[src/sv/ttanf_pkg.sv]
// ----------------------------------------------------------------------------
// ttanf_pkg: shared types and functions for the truth table to ANF block
// Holds the channel payloads, the queue command, the sequencer states and
// the in-word transform helpers.
// ----------------------------------------------------------------------------
package ttanf_pkg;

    localparam int WORD_BITS  = 64;
    localparam int WNUM_W     = 4;
    localparam int VAR_W      = 4;
    // Wide enough for a fill count of the largest store (MAX_VARS of 16).
    localparam int CMD_CNT_W  = 11;
    localparam int PADDR_W    = 3;
    localparam int PDATA_W    = 32;
    localparam int IN_WORD_VARS = 6;

    // Register index taken from the word address.
    localparam logic REG_VAR_COUNT = 1'b0;

    localparam logic [IN_WORD_VARS-1:0][WORD_BITS-1:0] HALF_MASK = {
        64'h0000_0000_FFFF_FFFF,
        64'h0000_FFFF_0000_FFFF,
        64'h00FF_00FF_00FF_00FF,
        64'h0F0F_0F0F_0F0F_0F0F,
        64'h3333_3333_3333_3333,
        64'h5555_5555_5555_5555
    };

    typedef struct packed {
        logic [WORD_BITS-1:0] table_word;
        logic                 final_word;
    } t_in;

    typedef struct packed {
        logic [WORD_BITS-1:0] anf_word;
        logic [WNUM_W-1:0]    word_number;
        logic                 end_of_form;
    } t_out;

    typedef struct packed {
        logic [WORD_BITS-1:0] word;
        logic                 last;
        logic                 store;
        logic [CMD_CNT_W-1:0] count;
    } t_cmd;

    typedef enum logic [2:0] {
        ST_IDLE,
        ST_WORD_RD,
        ST_WORD_WR,
        ST_CROSS_RD,
        ST_CROSS_WR,
        ST_EMIT_RD,
        ST_EMIT_OUT
    } t_state;

    // Moebius transform over the variables that live inside one word.
    function automatic logic [WORD_BITS-1:0] moebius_word(
        input logic [WORD_BITS-1:0] x,
        input logic [VAR_W-1:0]     n
    );
        logic [WORD_BITS-1:0] y;
        y = x;
        for (int v = 0; v < IN_WORD_VARS; v++) begin
            if (VAR_W'(v) < n) begin
                y = y ^ ((y & HALF_MASK[v]) << (1 << v));
            end
        end
        return y;
    endfunction

    // Keep only the 2^n coefficients that exist for a small function.
    function automatic logic [WORD_BITS-1:0] low_mask(input logic [VAR_W-1:0] n);
        logic [6:0] sh;
        sh = 7'd0;
        if (n >= VAR_W'(IN_WORD_VARS)) begin
            return {WORD_BITS{1'b1}};
        end
        sh = 7'd1 << n[2:0];
        return ~({WORD_BITS{1'b1}} << sh);
    endfunction

endpackage

[src/sv/ttanf_ram.sv]
// ----------------------------------------------------------------------------
// ttanf_ram: generic RAM
// One write port and two read ports, read data registered.
// ----------------------------------------------------------------------------
module ttanf_ram #(
    parameter int WIDTH = 64,
    parameter int DEPTH = 16
) (
    input  logic                                     i_clk,
    input  logic                                     i_we,
    input  logic [(DEPTH > 1 ? $clog2(DEPTH) : 1)-1:0] i_waddr,
    input  logic [WIDTH-1:0]                         i_wdata,
    input  logic [(DEPTH > 1 ? $clog2(DEPTH) : 1)-1:0] i_raddr_a,
    input  logic [(DEPTH > 1 ? $clog2(DEPTH) : 1)-1:0] i_raddr_b,
    output logic [WIDTH-1:0]                         o_rdata_a,
    output logic [WIDTH-1:0]                         o_rdata_b
);

    logic [WIDTH-1:0] r_mem [DEPTH];

    always_ff @(posedge i_clk) begin
        if (i_we) begin
            r_mem[i_waddr] <= i_wdata;
        end
        o_rdata_a <= r_mem[i_raddr_a];
        o_rdata_b <= r_mem[i_raddr_b];
    end

endmodule

[src/sv/ttanf_front.sv]
// ----------------------------------------------------------------------------
// ttanf_front: input classifier
// Counts loaded words, decides whether each word is stored and where, and
// hands it to the command queue together with its end-of-table flag.
// ----------------------------------------------------------------------------
module ttanf_front #(
    parameter int MAX_VARS = 10
) (
    input  logic            i_clk,
    input  logic            i_rst_n,
    input  logic            i_in_valid,
    output logic            o_in_ready,
    input  ttanf_pkg::t_in  i_in_data,
    output logic            o_cmd_valid,
    input  logic            i_cmd_ready,
    output ttanf_pkg::t_cmd o_cmd
);
    import ttanf_pkg::*;

    localparam int STORE_WORDS = 2 ** (MAX_VARS - IN_WORD_VARS);
    localparam int ADDR_W      = (MAX_VARS > IN_WORD_VARS) ? MAX_VARS - IN_WORD_VARS : 1;
    localparam int CNT_W       = ADDR_W + 1;

    logic [CNT_W-1:0] r_count;
    logic [CNT_W-1:0] n_count;
    logic             store;
    logic             accept;

    assign store       = r_count < CNT_W'(STORE_WORDS);
    assign accept      = i_in_valid && i_cmd_ready;
    assign o_in_ready  = i_cmd_ready;
    assign o_cmd_valid = i_in_valid;

    always_comb begin
        o_cmd.word  = i_in_data.table_word;
        o_cmd.last  = i_in_data.final_word;
        o_cmd.store = store;
        o_cmd.count = CMD_CNT_W'(r_count);
    end

    always_comb begin
        n_count = r_count;
        if (accept) begin
            if (i_in_data.final_word) begin
                n_count = '0;
            end else if (store) begin
                n_count = r_count + CNT_W'(1);
            end
        end
    end

    always_ff @(posedge i_clk) begin
        if (!i_rst_n) begin
            r_count <= '0;
        end else begin
            r_count <= n_count;
        end
    end

endmodule

[src/sv/ttanf_queue.sv]
// ----------------------------------------------------------------------------
// ttanf_queue: two-entry command queue
// Decouples the classifier from the transform sequencer.
// ----------------------------------------------------------------------------
module ttanf_queue (
    input  logic            i_clk,
    input  logic            i_rst_n,
    input  logic            i_push_valid,
    output logic            o_push_ready,
    input  ttanf_pkg::t_cmd i_push_data,
    output logic            o_pop_valid,
    input  logic            i_pop_ready,
    output ttanf_pkg::t_cmd o_pop_data
);
    import ttanf_pkg::*;

    localparam int DEPTH = 2;

    t_cmd       r_mem [DEPTH];
    logic       r_wr_ptr;
    logic       r_rd_ptr;
    logic [1:0] r_level;
    logic       push;
    logic       pop;

    assign o_push_ready = r_level != 2'(DEPTH);
    assign o_pop_valid  = r_level != 2'd0;
    assign o_pop_data   = r_mem[r_rd_ptr];
    assign push         = i_push_valid && o_push_ready;
    assign pop          = o_pop_valid && i_pop_ready;

    always_ff @(posedge i_clk) begin
        if (push) begin
            r_mem[r_wr_ptr] <= i_push_data;
        end
    end

    always_ff @(posedge i_clk) begin
        if (!i_rst_n) begin
            r_wr_ptr <= 1'b0;
            r_rd_ptr <= 1'b0;
            r_level  <= 2'd0;
        end else begin
            if (push) begin
                r_wr_ptr <= ~r_wr_ptr;
            end
            if (pop) begin
                r_rd_ptr <= ~r_rd_ptr;
            end
            r_level <= r_level + 2'(push) - 2'(pop);
        end
    end

endmodule

[src/sv/ttanf_back.sv]
// ----------------------------------------------------------------------------
// ttanf_back: transform sequencer
// Stores words, runs the in-word and cross-word Moebius passes over the
// table RAM, and emits the coefficient words through an output register.
// ----------------------------------------------------------------------------
module ttanf_back #(
    parameter int MAX_VARS = 10
) (
    input  logic                     i_clk,
    input  logic                     i_rst_n,
    input  logic [ttanf_pkg::VAR_W-1:0] i_var_count,
    input  logic                     i_cmd_valid,
    output logic                     o_cmd_ready,
    input  ttanf_pkg::t_cmd          i_cmd,
    output logic                     o_we,
    output logic [((MAX_VARS > 6) ? MAX_VARS - 6 : 1)-1:0] o_waddr,
    output logic [ttanf_pkg::WORD_BITS-1:0] o_wdata,
    output logic [((MAX_VARS > 6) ? MAX_VARS - 6 : 1)-1:0] o_raddr_a,
    output logic [((MAX_VARS > 6) ? MAX_VARS - 6 : 1)-1:0] o_raddr_b,
    input  logic [ttanf_pkg::WORD_BITS-1:0] i_rdata_a,
    input  logic [ttanf_pkg::WORD_BITS-1:0] i_rdata_b,
    output logic                     o_out_valid,
    input  logic                     i_out_ready,
    output ttanf_pkg::t_out          o_out_data
);
    import ttanf_pkg::*;

    localparam int ADDR_W = (MAX_VARS > IN_WORD_VARS) ? MAX_VARS - IN_WORD_VARS : 1;
    localparam int CNT_W  = ADDR_W + 1;

    t_state            r_state, n_state;
    logic [ADDR_W-1:0] r_w, n_w;
    logic [VAR_W-1:0]  r_k, n_k;
    logic [CNT_W-1:0]  r_fill, n_fill;
    logic              r_out_valid, n_out_valid;
    t_out              r_out, n_out;

    logic [VAR_W-1:0]  n_var;
    logic [VAR_W-1:0]  cross_cnt;
    logic [CNT_W-1:0]  words;
    logic [ADDR_W-1:0] last_w;
    logic              w_last;
    logic [ADDR_W-1:0] d_mask;
    logic              skip;
    logic              in_range;
    t_state            adv_state;
    logic [ADDR_W-1:0] adv_w;
    logic [VAR_W-1:0]  adv_k;

    // Clamp the variable count and derive the table geometry.
    assign n_var     = (int'(i_var_count) > MAX_VARS) ? VAR_W'(MAX_VARS) : i_var_count;
    assign cross_cnt = (n_var > VAR_W'(IN_WORD_VARS)) ? n_var - VAR_W'(IN_WORD_VARS) : '0;
    assign words     = (n_var > VAR_W'(IN_WORD_VARS)) ? (CNT_W'(1) << cross_cnt) : CNT_W'(1);
    assign last_w    = ADDR_W'(words - CNT_W'(1));
    assign w_last    = r_w == last_w;
    assign d_mask    = ADDR_W'(1) << r_k;
    assign skip      = (r_w & d_mask) != '0;
    assign in_range  = {1'b0, r_w} < r_fill;

    assign o_raddr_a   = r_w;
    assign o_raddr_b   = r_w | d_mask;
    assign o_out_valid = r_out_valid;
    assign o_out_data  = r_out;

    // Step to the next pair of a cross-word pass, or the next pass.
    always_comb begin
        adv_state = ST_CROSS_RD;
        adv_w     = r_w + ADDR_W'(1);
        adv_k     = r_k;
        if (w_last) begin
            adv_w = '0;
            if (r_k == cross_cnt - VAR_W'(1)) begin
                adv_state = ST_EMIT_RD;
            end else begin
                adv_k = r_k + VAR_W'(1);
            end
        end
    end

    always_comb begin
        n_state     = r_state;
        n_w         = r_w;
        n_k         = r_k;
        n_fill      = r_fill;
        n_out_valid = r_out_valid;
        n_out       = r_out;
        o_cmd_ready = 1'b0;
        o_we        = 1'b0;
        o_waddr     = r_w;
        o_wdata     = i_rdata_a;
        if (r_out_valid && i_out_ready) begin
            n_out_valid = 1'b0;
        end
        unique case (r_state)
            ST_IDLE: begin
                o_cmd_ready = 1'b1;
                if (i_cmd_valid) begin
                    o_we    = i_cmd.store;
                    o_waddr = ADDR_W'(i_cmd.count);
                    o_wdata = i_cmd.word;
                    if (i_cmd.last) begin
                        n_fill  = CNT_W'(i_cmd.count) + CNT_W'(i_cmd.store);
                        n_w     = '0;
                        n_state = ST_WORD_RD;
                    end
                end
            end
            ST_WORD_RD: begin
                n_state = ST_WORD_WR;
            end
            ST_WORD_WR: begin
                // Words past the loaded count read as zero.
                o_we    = 1'b1;
                o_wdata = moebius_word(in_range ? i_rdata_a : '0, n_var);
                if (w_last) begin
                    n_w     = '0;
                    n_k     = '0;
                    n_state = (cross_cnt != '0) ? ST_CROSS_RD : ST_EMIT_RD;
                end else begin
                    n_w     = r_w + ADDR_W'(1);
                    n_state = ST_WORD_RD;
                end
            end
            ST_CROSS_RD: begin
                if (skip) begin
                    n_state = adv_state;
                    n_w     = adv_w;
                    n_k     = adv_k;
                end else begin
                    n_state = ST_CROSS_WR;
                end
            end
            ST_CROSS_WR: begin
                o_we    = 1'b1;
                o_waddr = r_w | d_mask;
                o_wdata = i_rdata_a ^ i_rdata_b;
                n_state = adv_state;
                n_w     = adv_w;
                n_k     = adv_k;
            end
            ST_EMIT_RD: begin
                n_state = ST_EMIT_OUT;
            end
            ST_EMIT_OUT: begin
                if (!r_out_valid || i_out_ready) begin
                    n_out_valid       = 1'b1;
                    n_out.anf_word    = i_rdata_a & low_mask(n_var);
                    n_out.word_number = WNUM_W'(r_w);
                    n_out.end_of_form = w_last;
                    if (w_last) begin
                        n_state = ST_IDLE;
                    end else begin
                        n_w     = r_w + ADDR_W'(1);
                        n_state = ST_EMIT_RD;
                    end
                end
            end
            default: begin
                n_state = ST_IDLE;
            end
        endcase
    end

    always_ff @(posedge i_clk) begin
        if (!i_rst_n) begin
            r_state     <= ST_IDLE;
            r_out_valid <= 1'b0;
        end else begin
            r_state     <= n_state;
            r_out_valid <= n_out_valid;
        end
    end

    always_ff @(posedge i_clk) begin
        r_w    <= n_w;
        r_k    <= n_k;
        r_fill <= n_fill;
        r_out  <= n_out;
    end

endmodule

[src/sv/truth_table_to_anf_mobius.sv]
// ----------------------------------------------------------------------------
// truth_table_to_anf_mobius: truth table to algebraic normal form
// Loads a Boolean truth table word by word and emits its ANF coefficients.
// ----------------------------------------------------------------------------
// Usage:
//   Write var_count (number of variables n) over the APB port at address 0
//   while the block is idle. Send truth-table words on the input channel,
//   lowest minterm first; flag the last one with final_word. Each word is one
//   transaction. Words past the store size are dropped; missing words read
//   as zero.
//   After the final word the block emits W = 2^(n-6) coefficient words (one
//   for n <= 6) on the output channel, word_number counting up from zero and
//   end_of_form set on the last one.
// Flow:
//   Words stream in at one per cycle while the command queue has room. After
//   the final word the sequencer runs the in-word pass (a read and a write per
//   word), one cross-word pass per variable above six (a read and a write per
//   pair) and then the emit. The table RAM has two read ports and one write
//   port. A two-entry queue takes up to two words of the next table.
// Reset and stalls:
//   Reset clears var_count, the word count, the queue and the output valid. A
//   stalled receiver holds the output register and pauses the emit; the
//   queue then fills and the input deasserts ready.
// ----------------------------------------------------------------------------
module truth_table_to_anf_mobius #(
    parameter int MAX_VARS = 10
) (
    input  logic                         i_clk,
    input  logic                         i_rst_n,
    input  logic                         psel,
    input  logic                         penable,
    input  logic                         pwrite,
    input  logic [ttanf_pkg::PADDR_W-1:0] paddr,
    input  logic [ttanf_pkg::PDATA_W-1:0] pwdata,
    output logic [ttanf_pkg::PDATA_W-1:0] prdata,
    output logic                         pready,
    input  logic                         i_in_valid,
    output logic                         o_in_ready,
    input  ttanf_pkg::t_in               i_in_data,
    output logic                         o_out_valid,
    input  logic                         i_out_ready,
    output ttanf_pkg::t_out              o_out_data
);
    import ttanf_pkg::*;

    localparam int ADDR_W    = (MAX_VARS > IN_WORD_VARS) ? MAX_VARS - IN_WORD_VARS : 1;
    localparam int RAM_DEPTH = 2 ** ADDR_W;

    logic [VAR_W-1:0]     r_var_count;
    logic                 cfg_write;
    logic                 cmd_valid_f;
    logic                 cmd_ready_f;
    t_cmd                 cmd_f;
    logic                 cmd_valid_b;
    logic                 cmd_ready_b;
    t_cmd                 cmd_b;
    logic                 ram_we;
    logic [ADDR_W-1:0]    ram_waddr;
    logic [WORD_BITS-1:0] ram_wdata;
    logic [ADDR_W-1:0]    ram_raddr_a;
    logic [ADDR_W-1:0]    ram_raddr_b;
    logic [WORD_BITS-1:0] ram_rdata_a;
    logic [WORD_BITS-1:0] ram_rdata_b;

    // Configuration: one register, no wait states.
    assign pready    = 1'b1;
    assign cfg_write = psel && penable && pwrite && pready && (paddr[2] == REG_VAR_COUNT);
    assign prdata    = (paddr[2] == REG_VAR_COUNT) ? PDATA_W'(r_var_count) : '0;

    always_ff @(posedge i_clk) begin
        if (!i_rst_n) begin
            r_var_count <= '0;
        end else if (cfg_write) begin
            r_var_count <= pwdata[VAR_W-1:0];
        end
    end

    // Classify incoming words and assign store slots.
    ttanf_front #(
        .MAX_VARS (MAX_VARS)
    ) u_front (
        .i_clk       (i_clk),
        .i_rst_n     (i_rst_n),
        .i_in_valid  (i_in_valid),
        .o_in_ready  (o_in_ready),
        .i_in_data   (i_in_data),
        .o_cmd_valid (cmd_valid_f),
        .i_cmd_ready (cmd_ready_f),
        .o_cmd       (cmd_f)
    );

    // Buffer commands so the input keeps moving while the transform runs.
    ttanf_queue u_queue (
        .i_clk        (i_clk),
        .i_rst_n      (i_rst_n),
        .i_push_valid (cmd_valid_f),
        .o_push_ready (cmd_ready_f),
        .i_push_data  (cmd_f),
        .o_pop_valid  (cmd_valid_b),
        .i_pop_ready  (cmd_ready_b),
        .o_pop_data   (cmd_b)
    );

    // Store, transform and emit.
    ttanf_back #(
        .MAX_VARS (MAX_VARS)
    ) u_back (
        .i_clk       (i_clk),
        .i_rst_n     (i_rst_n),
        .i_var_count (r_var_count),
        .i_cmd_valid (cmd_valid_b),
        .o_cmd_ready (cmd_ready_b),
        .i_cmd       (cmd_b),
        .o_we        (ram_we),
        .o_waddr     (ram_waddr),
        .o_wdata     (ram_wdata),
        .o_raddr_a   (ram_raddr_a),
        .o_raddr_b   (ram_raddr_b),
        .i_rdata_a   (ram_rdata_a),
        .i_rdata_b   (ram_rdata_b),
        .o_out_valid (o_out_valid),
        .i_out_ready (i_out_ready),
        .o_out_data  (o_out_data)
    );

    // Table store.
    ttanf_ram #(
        .WIDTH (WORD_BITS),
        .DEPTH (RAM_DEPTH)
    ) u_table_ram (
        .i_clk     (i_clk),
        .i_we      (ram_we),
        .i_waddr   (ram_waddr),
        .i_wdata   (ram_wdata),
        .i_raddr_a (ram_raddr_a),
        .i_raddr_b (ram_raddr_b),
        .o_rdata_a (ram_rdata_a),
        .o_rdata_b (ram_rdata_b)
    );

endmodule

[config.mk]
export PLATFORM = sky130hd
export DESIGN_NAME = truth_table_to_anf_mobius
export DESIGN_NICKNAME = d
export VERILOG_FILES = /design/src/sv/ttanf_pkg.sv /design/src/sv/ttanf_ram.sv /design/src/sv/ttanf_front.sv /design/src/sv/ttanf_queue.sv /design/src/sv/ttanf_back.sv /design/src/sv/truth_table_to_anf_mobius.sv
export SDC_FILE = /design/constraint.sdc
export NUM_CORES = 2
export LEC_CHECK = 0
export ABC_AREA = 0
export BUFFER_PORTS_ARGS = -buffer_cell sky130_fd_sc_hd__buf_2
export CAP_MARGIN = 5
export CORE_UTILIZATION = 55
export DETAILED_ROUTE_END_ITERATION = 10
export GPL_TIMING_DRIVEN = 0
export PLACE_DENSITY = 0.72
export REMOVE_ABC_BUFFERS = 1
export SLEW_MARGIN = 20
export SYNTH_ARGS = -nofsm -noshare
export SYNTH_HDL_FRONTEND = slang
export SYNTH_SLANG_ARGS = --single-unit
[constraint.sdc]
create_clock -name i_clk -period 10.67 [get_ports i_clk]
set_input_delay 0.5335 -clock i_clk [delete_from_list [all_inputs] [get_ports i_clk]]
set_output_delay 0.5335 -clock i_clk [all_outputs]
set_load 0.02 [all_outputs]
# [Word level (Yosys, flattened, before mapping)]
# Memories as Yosys holds them, arrays and structs flattened. A register that Yosys moved wholly into a read port is not among the register bits.
# Index checks and enable logic that the tools add are counted.
[word_totals] n_memories=2 word_cells=153 regBits=99 mem_bits_rw=1166
[mem_list] memory="u_table_ram.r_mem" depth=16 word_bits=64 rd=2 rd_ports_with_merged_regs=2 write_ports=1 line="ttanf_ram.sv:19" text="logic [WIDTH-1:0] r_mem [DEPTH];"
[mem_list] memory="u_queue.r_mem" depth=2 word_bits=71 rd=1 rd_ports_with_merged_regs=1 write_ports=1 line="ttanf_queue.sv:19" text="t_cmd r_mem [DEPTH];"
[classes] n_lt_le_gt_ge=11 n_bitwise=14 mux=63 n_reduce_logical=22 shifts=4 n_eq_ne=15 n_addsub=9
[ops] op="2-to-1 mux 64 bit" n=17
[ops] op="XOR 64 bit" n=7
[ops] op="case mux 64 bit (3 select lines)" n=1
[ops] op="bitwise AND 64 bit" n=1
[ops] op="NOT 64 bit" n=1
[ops] op="<< shifter 64 x 7 -> 64 bit, first input constant" n=1
[ops] op="2-to-1 mux 4 bit" n=15
[ops] op="2-to-1 mux 3 bit" n=9
[ops] op="case mux 3 bit (7 select lines)" n=1
[ops] op="case mux 4 bit (4 select lines)" n=1
[ops] op="2-to-1 mux 1 bit" n=14
[ops] op="case mux 4 bit (3 select lines)" n=1
[ops] op="nonzero test 4 bit" n=3
[ops] op="2-to-1 mux 5 bit" n=2
[ops] op="== test 3 bit, second input constant" n=3
[ops] op="AND reduction 3 bit" n=3
[ops] op="adder 4 x 1 -> 4 bit, second input constant" n=2
[ops] op="== test 4 bit" n=2
[ops] op="less-than comparator 1 x 4 -> 1 bit, first input constant" n=2
[ops] op="less-than comparator 2 x 4 -> 1 bit, first input constant" n=2
[ops] op="less-than comparator 3 x 4 -> 1 bit, first input constant" n=2
[ops] op="!= test 2 bit, second input constant" n=4
[ops] op="case mux 4 bit (2 select lines)" n=1
[ops] op="<< shifter 1 x 4 -> 4 bit, first input constant" n=2
[ops] op="other kinds (28)" n=41

# [Depth between registers and ports, before layout]
[logic_depth] depth_word=20 depth_mapped=20 mapped_depth_nobuf=17

# [By module]
# A second synthesis with hierarchy kept.
[unflattened] cells_unflattened=4023 hier_area_um2=65805.6
[modules_own_cells] mod="ttanf_ram" seq_area_each_um2=33311.9 n_inst=1 area_per_inst_um2=48257.5 cells_per_inst=2247
[modules_own_cells] mod="ttanf_back" seq_area_each_um2=2542.4 n_inst=1 area_per_inst_um2=10391.2 cells_per_inst=1355
[modules_own_cells] mod="ttanf_queue" seq_area_each_um2=4724.5 n_inst=1 area_per_inst_um2=5925.7 cells_per_inst=264
[modules_own_cells] mod="ttanf_front" seq_area_each_um2=100.1 n_inst=1 area_per_inst_um2=802.0 cells_per_inst=103
[modules_own_cells] mod="truth_table_to_anf_mobius" seq_area_each_um2=80.1 n_inst=1 area_per_inst_um2=429.2 cells_per_inst=54

# [Worst setup path after synthesis]
# OpenSTA, ideal clock, no wires.
[synth_path] path_kind="flip-flop to flip-flop" startpoint="reg u_back.r_k[1]" endpoint="mem u_table_ram.r_mem[18][0] (netlist: u_table_ram.r_mem[9][0]), enable pin" t_arrival_ns=4.900 path_buffers=4 t_required_ns=10.183 synth_period_minus_slack_ns=5.386 setup_ns=0.487 path_slack_ns=5.284 path_stages_with_launch=11 path_cell_list="edfxtp_1 -> clkbuf_1 -> nor3_1 -> a21o_1 -> clkbuf_1 -> clkbuf_1 -> clkbuf_1 -> a222oi_1 -> nor2b_1 -> nand2_1 -> nor2_1"
[synth_via] elab_chain_len=3
[synth_rtl] element="start, declared" line="ttanf_back.sv:33" text="logic [VAR_W-1:0] r_k, n_k;"
[synth_rtl] element="start signal, assigned" line="ttanf_back.sv:176" text="r_k <= n_k;"
[synth_rtl] element="<< shifter 1 x 4 -> 4 bit" line="ttanf_back.sv:56" text="assign d_mask = ADDR_W'(1) << r_k;"
[synth_rtl] element="OR 4 bit" line="ttanf_back.sv:135" text="o_waddr = r_w | d_mask;"
[synth_rtl] element="case mux 4 bit (2 select lines)" line="ttanf_back.sv:94" text="unique case (r_state)"
[synth_rtl] element="end, declared" line="ttanf_ram.sv:19"
# Every way passes these cells.

# [Worst setup path after layout]
[layout_path] startpoint="reg u_back.r_w[2] (netlist: u_back.o_raddr_a[2])" endpoint="mem u_table_ram.r_mem[4][57] (netlist: u_table_ram.r_mem[2][57]), data pin"
[layout_via] elab_chain_len=20
[layout_rtl] element="start, declared" line="ttanf_back.sv:32" text="logic [ADDR_W-1:0] r_w, n_w;"
[layout_rtl] element="start signal, assigned" line="ttanf_back.sv:175" text="r_w <= n_w;"
[layout_rtl] element="less-than comparator 4 x 5 -> 1 bit *" line="ttanf_back.sv:58" text="assign in_range = {1'b0, r_w} < r_fill;"
[layout_rtl] element="2-to-1 mux 64 bit *" line="ttanf_back.sv:114" text="o_wdata = moebius_word(in_range ? i_rdata_a : '0, n_var);"
[layout_rtl] element="XOR 64 bit" line="ttanf_pkg.sv:66" text="y = y ^ ((y & HALF_MASK[v]) << (1 << v));"
[layout_rtl] element="2-to-1 mux 64 bit *" line="ttanf_pkg.sv:65" text="if (VAR_W'(v) < n) begin"
[layout_rtl] element="2-to-1 mux 64 bit *" line="ttanf_back.sv:94"
[layout_rtl] element="XOR 64 bit" line="ttanf_pkg.sv:66"
[layout_rtl] element="2-to-1 mux 64 bit *" line="ttanf_pkg.sv:65"
[layout_rtl] element="2-to-1 mux 64 bit *" line="ttanf_back.sv:94"
[layout_rtl] element="(+5 left out)"
[layout_rtl] element="2-to-1 mux 64 bit *" line="ttanf_back.sv:94"
[layout_rtl] element="XOR 64 bit" line="ttanf_pkg.sv:66"
[layout_rtl] element="2-to-1 mux 64 bit *" line="ttanf_pkg.sv:65"
[layout_rtl] element="2-to-1 mux 64 bit *" line="ttanf_back.sv:94"
[layout_rtl] element="XOR 64 bit" line="ttanf_pkg.sv:66"
[layout_rtl] element="2-to-1 mux 64 bit *" line="ttanf_pkg.sv:65"
[layout_rtl] element="case mux 64 bit (3 select lines) *" line="ttanf_back.sv:94"
[layout_rtl] element="named net ram_wdata[57]" line="truth_table_to_anf_mobius.sv:59" text="logic [WORD_BITS-1:0] ram_wdata;"
# The timed path passes the listed nets; every way through them passes the cells marked *. The select of a mux whose other input is x is not followed.

==> metrics.md <==
| Metric | Value |
|---|---|
| Worst-path clk slew | 70 ps |
| Crit path buf inv count | 0 |
| Fmax | 182.9 MHz |
| Synth Instances | 5781 |
| TritonCTS clock tree | built |
| Synth Area in Compound Gates | 11.76% |
| Vias in the first global route | 50620 |
| Worst-path maximum fanout | 24 |
| WP data arrival | 5910 ps |
| Post-synth EDFFs | 1248 |
| FILL cells | 8449 |
| Drt wl/cell | 29.01 um |
| Synth async-reset ratio | 0% |
| Relative slew slack | 19.27% |
| Most frequent cells in the layout | nand2_1, edfxtp_1, o21ai_0 |
| P&R area growth vs syn | 18.00% |
| Post-Synth Adder-Cell Area | 0.3158% |
| CTS root buf | clkbuf_16 |
| Via count | 52580 |
| DR pass1 iterations | 10 |
| Antenna violations before repair | 11 |
| Global-route wire length before repair | 322600 um |
| DRC viols | 2 |
| Setup TNS | 0 ps |
| Final hold violation count | 0 |
| Share of the yosys chip area belonging to registers | 59.97% |
| Max-cap violations | 0 |
| Post-synth top flop | edfxtp_1 |
| Cell mode on critical path | o21ai_0 |
| XOR/XNOR Fraction of Synth Area | 2.151% |
| Core Area | 0.1216 mm^2 |
| Failing checks | design-rule violations |
| Synth Area in Simple Gates | 13.00% |
| Final Max Tran Viols | 0 |
| Starting Density | 55.42% |
| Post-route minimum period | 5468 ps |
| Netlist Area Pre-Place | 0.06736 mm^2 |
| Clock Sinks | 1394 |
| Worst-Skew Late Latency | 810 ps |
| Largest net degree at the start of global routing | 68 |
| Register area | 0.04041 mm^2 |
| Largest family of logic cells by synthesized area | simple AND/OR/NAND/NOR gates |
| Die Ht | 352.0 um |
| Actual slew at the worst max-slew pin | 1203 ps |
| GPL Wtd Cong | 0.8951 |
| Grt ovf | 0 |
| Multiplexer share of the synthesized area | 9.604% |
| Clk buf depth | 3 |
| Synth unique cells | 82 |
| Initial DRC Count | 8458 |
| ANT nets after route | 0 |
| Average size of a mapped cell | 11.65 um^2 |
| Outcome | finished, violations left |
| Via density per instance | 6.864 |
| Critical Path Max Stage Delay | 890 ps |
| Layout Skew | 37.08 ps |
| Worst setup EP type | flop |
| Die ar. | 0.1239 mm^2 |
| Net count, final | 6032 |
| Crit start category | flop |
| CP max-delay cell | edfxtp_1 |
| FF+latch count, synth | 1394 |
| Multi-input logic area | 0.02531 mm^2 |
| Total power | 27290 uW |
| Crit path cell chain | ha_1 -> o21ai_0 -> a221o_2 -> nand2_1 -> a211oi_1 -> o21ai_0 -> xnor2_1 -> nor2_1 -> o32a_1 |
| Worst path top cell family by delay | compound AO/OA/AOI/OAI gates |
| Final WL | 222200 um |
| CTS Buf Count | 145 |
| CP Data Required Time | 11120 ps |
| Leak | 0.02797 uW |
| Number of H-tree levels | 4 |
| Yosys warns | 0 |
| HP Class | in2reg |
| HPWL after DPL | 146500 um |
| Commonest non-fill, non-tap cell in the layout | nand2_1 |
| Cell Pwr Density | 343.3 mW/mm^2 |
| Total GRT Usage | 35.03% |
| Ports | 211 |
| Port bufs | 151 |
| Die Width | 352.0 um |
| RSZ-0062 raised after global routing | no |
| Peak VDD IR | 238.7 uV |
| WS Path Type | reg2reg |
| Fin crit share | 51.24% |
| Layout cell share with drive strength beyond 1 | 14.79% |
| FP Rows | 128 |
| Final-report setup violation count | 0 |
[report_power, final]
part / total, uW / leakage (uW) / switching (uW) / internal (uW)
clock network: 5230 / 0.00238 / 2170 / 3060
registers: 9570 / 0.0126 / 1040 / 8530
logic: 12500 / 0.0130 / 7910 / 4580
[timing repair]
action,in CTS,in global routing
setup buffers,0,0
hold endpoints to repair,132,0
resized for setup,0,0
hold buffers,67,0
[registers in the layout, summed over array words and instances, names as in the netlist, named ones only]
signal / cells
u_queue.r_mem: 142
u_back.o_raddr_a: 4
u_table_ram.o_rdata_b: 64
u_queue.r_rd_ptr: 1
u_front.r_count: 5
u_table_ram.r_mem: 1024
u_queue.r_level: 2
u_back.r_fill: 5
r_var_count: 4
u_back.o_out_valid: 1
u_table_ram.o_rdata_a: 64
u_back.r_state: 3
u_back.o_out_data: 69
u_back.r_k: 4
u_queue.r_wr_ptr: 1
[cell families after synthesis]
family	after synthesis
compound gates	1192
xor+xnor	158
fa+ha+maj	17
buf+inv	535
flops	1394
mux	476
other cells	2
simple gates	2007
[cells in the mapped netlist (6+ instances only)]
library cell / count / share of area [%]
mux2i_1: 274 / 4.1
edfxtp_1: 1248 / 56
o211a_1: 10 / 0.15
and3_1: 136 / 1.3
nor3_1: 32 / 0.24
o22ai_1: 42 / 0.39
nand3_1: 269 / 2.0
a22oi_1: 71 / 0.79
inv_1: 30 / 0.17
a31oi_1: 75 / 0.70
or3_1: 16 / 0.15
nor2b_1: 36 / 0.33
and2_1: 77 / 0.72
buf_4: 30 / 0.33
nand2b_1: 8 / 0.074
mux4_2: 129 / 4.3
ha_1: 17 / 0.32
buf_2: 14 / 0.10
a32oi_1: 11 / 0.14
o21ai_0: 327 / 2.4
a221oi_1: 71 / 0.92
o21a_1: 16 / 0.18
dfxtp_1: 146 / 4.3
o31ai_1: 10 / 0.11
or2_2: 9 / 0.084
buf_1: 65 / 0.36
a311oi_1: 192 / 2.5
a21boi_0: 8 / 0.089
mux2_2: 73 / 1.2
xor2_1: 49 / 0.64
o211ai_1: 29 / 0.32
a21oi_1: 238 / 1.8
clkbuf_1: 394 / 2.2
nand2_1: 1256 / 7.0
or4_1: 6 / 0.067
o32a_1: 20 / 0.30
nor2_1: 136 / 0.76
xnor2_1: 104 / 1.4
a211oi_1: 11 / 0.12
[through the flow]
step	cells	area [um^2]	setup WS, ps	hold slack (ps)	utilization [%]
5_1_grt	7656	79480	5089	138.6	65.39
3_3_place_gp	7080	68230	-130150	473.6	56.13
4_1_cts	7655	79440	5354	73.13	65.35
3_5_place_dp	7318	73870	5408	482.8	60.77
6_report	7661	79490	5202	112.5	65.40
2_1_floorplan	5304	65440	-45100	448.9	-
[worst reg2reg max path, stage by stage (launching register included)]
cell	delay, ps
edfxtp_1	890
ha_1	370
o21ai_0	430
a221o_2	750
nand2_1	500
a211oi_1	690
o21ai_0	330
xnor2_1	440
nor2_1	190
o32a_1	510
[final timing paths]
| path | startpoint | end | slack (ps) | cells past startpoint |
|---|---|---|---|---|
| setup / recovery | u_back.o_raddr_a[2] | u_table_ram.r_mem[2][57] | 5200 | 9 |
| hold / removal | pwdata[3] | r_var_count[3] | 110 | 3 |
| setup reg to reg | u_back.o_raddr_a[2] | u_table_ram.r_mem[2][57] | 5200 | 9 |
| hold reg to reg | u_front.r_count[3] | u_queue.r_mem[0][3] | 510 | 0 |
[final cells by class]
type	count	share of cell area, %
tap	1625	2.558
clock inverter	68	1.055
inverter	31	0.1464
sequential	1394	50.83
timing repair buffer	457	8.443
clock buffer	202	5.106
antenna	5	0.01574
multi-input combinational	3879	31.84
[routing by layer]
layer / GRT usage [%] / vias to the layer above / wire length (um)
met5: 0 / - / 36
met4: 19.53 / 6 / 13200
met3: 9.606 / 850 / 31630
met2: 52.48 / 4236 / 98150
met1: 46.26 / 25530 / 79210
li1: - / 21960 / -
Note: power is estimated with default switching activity, not from simulation.
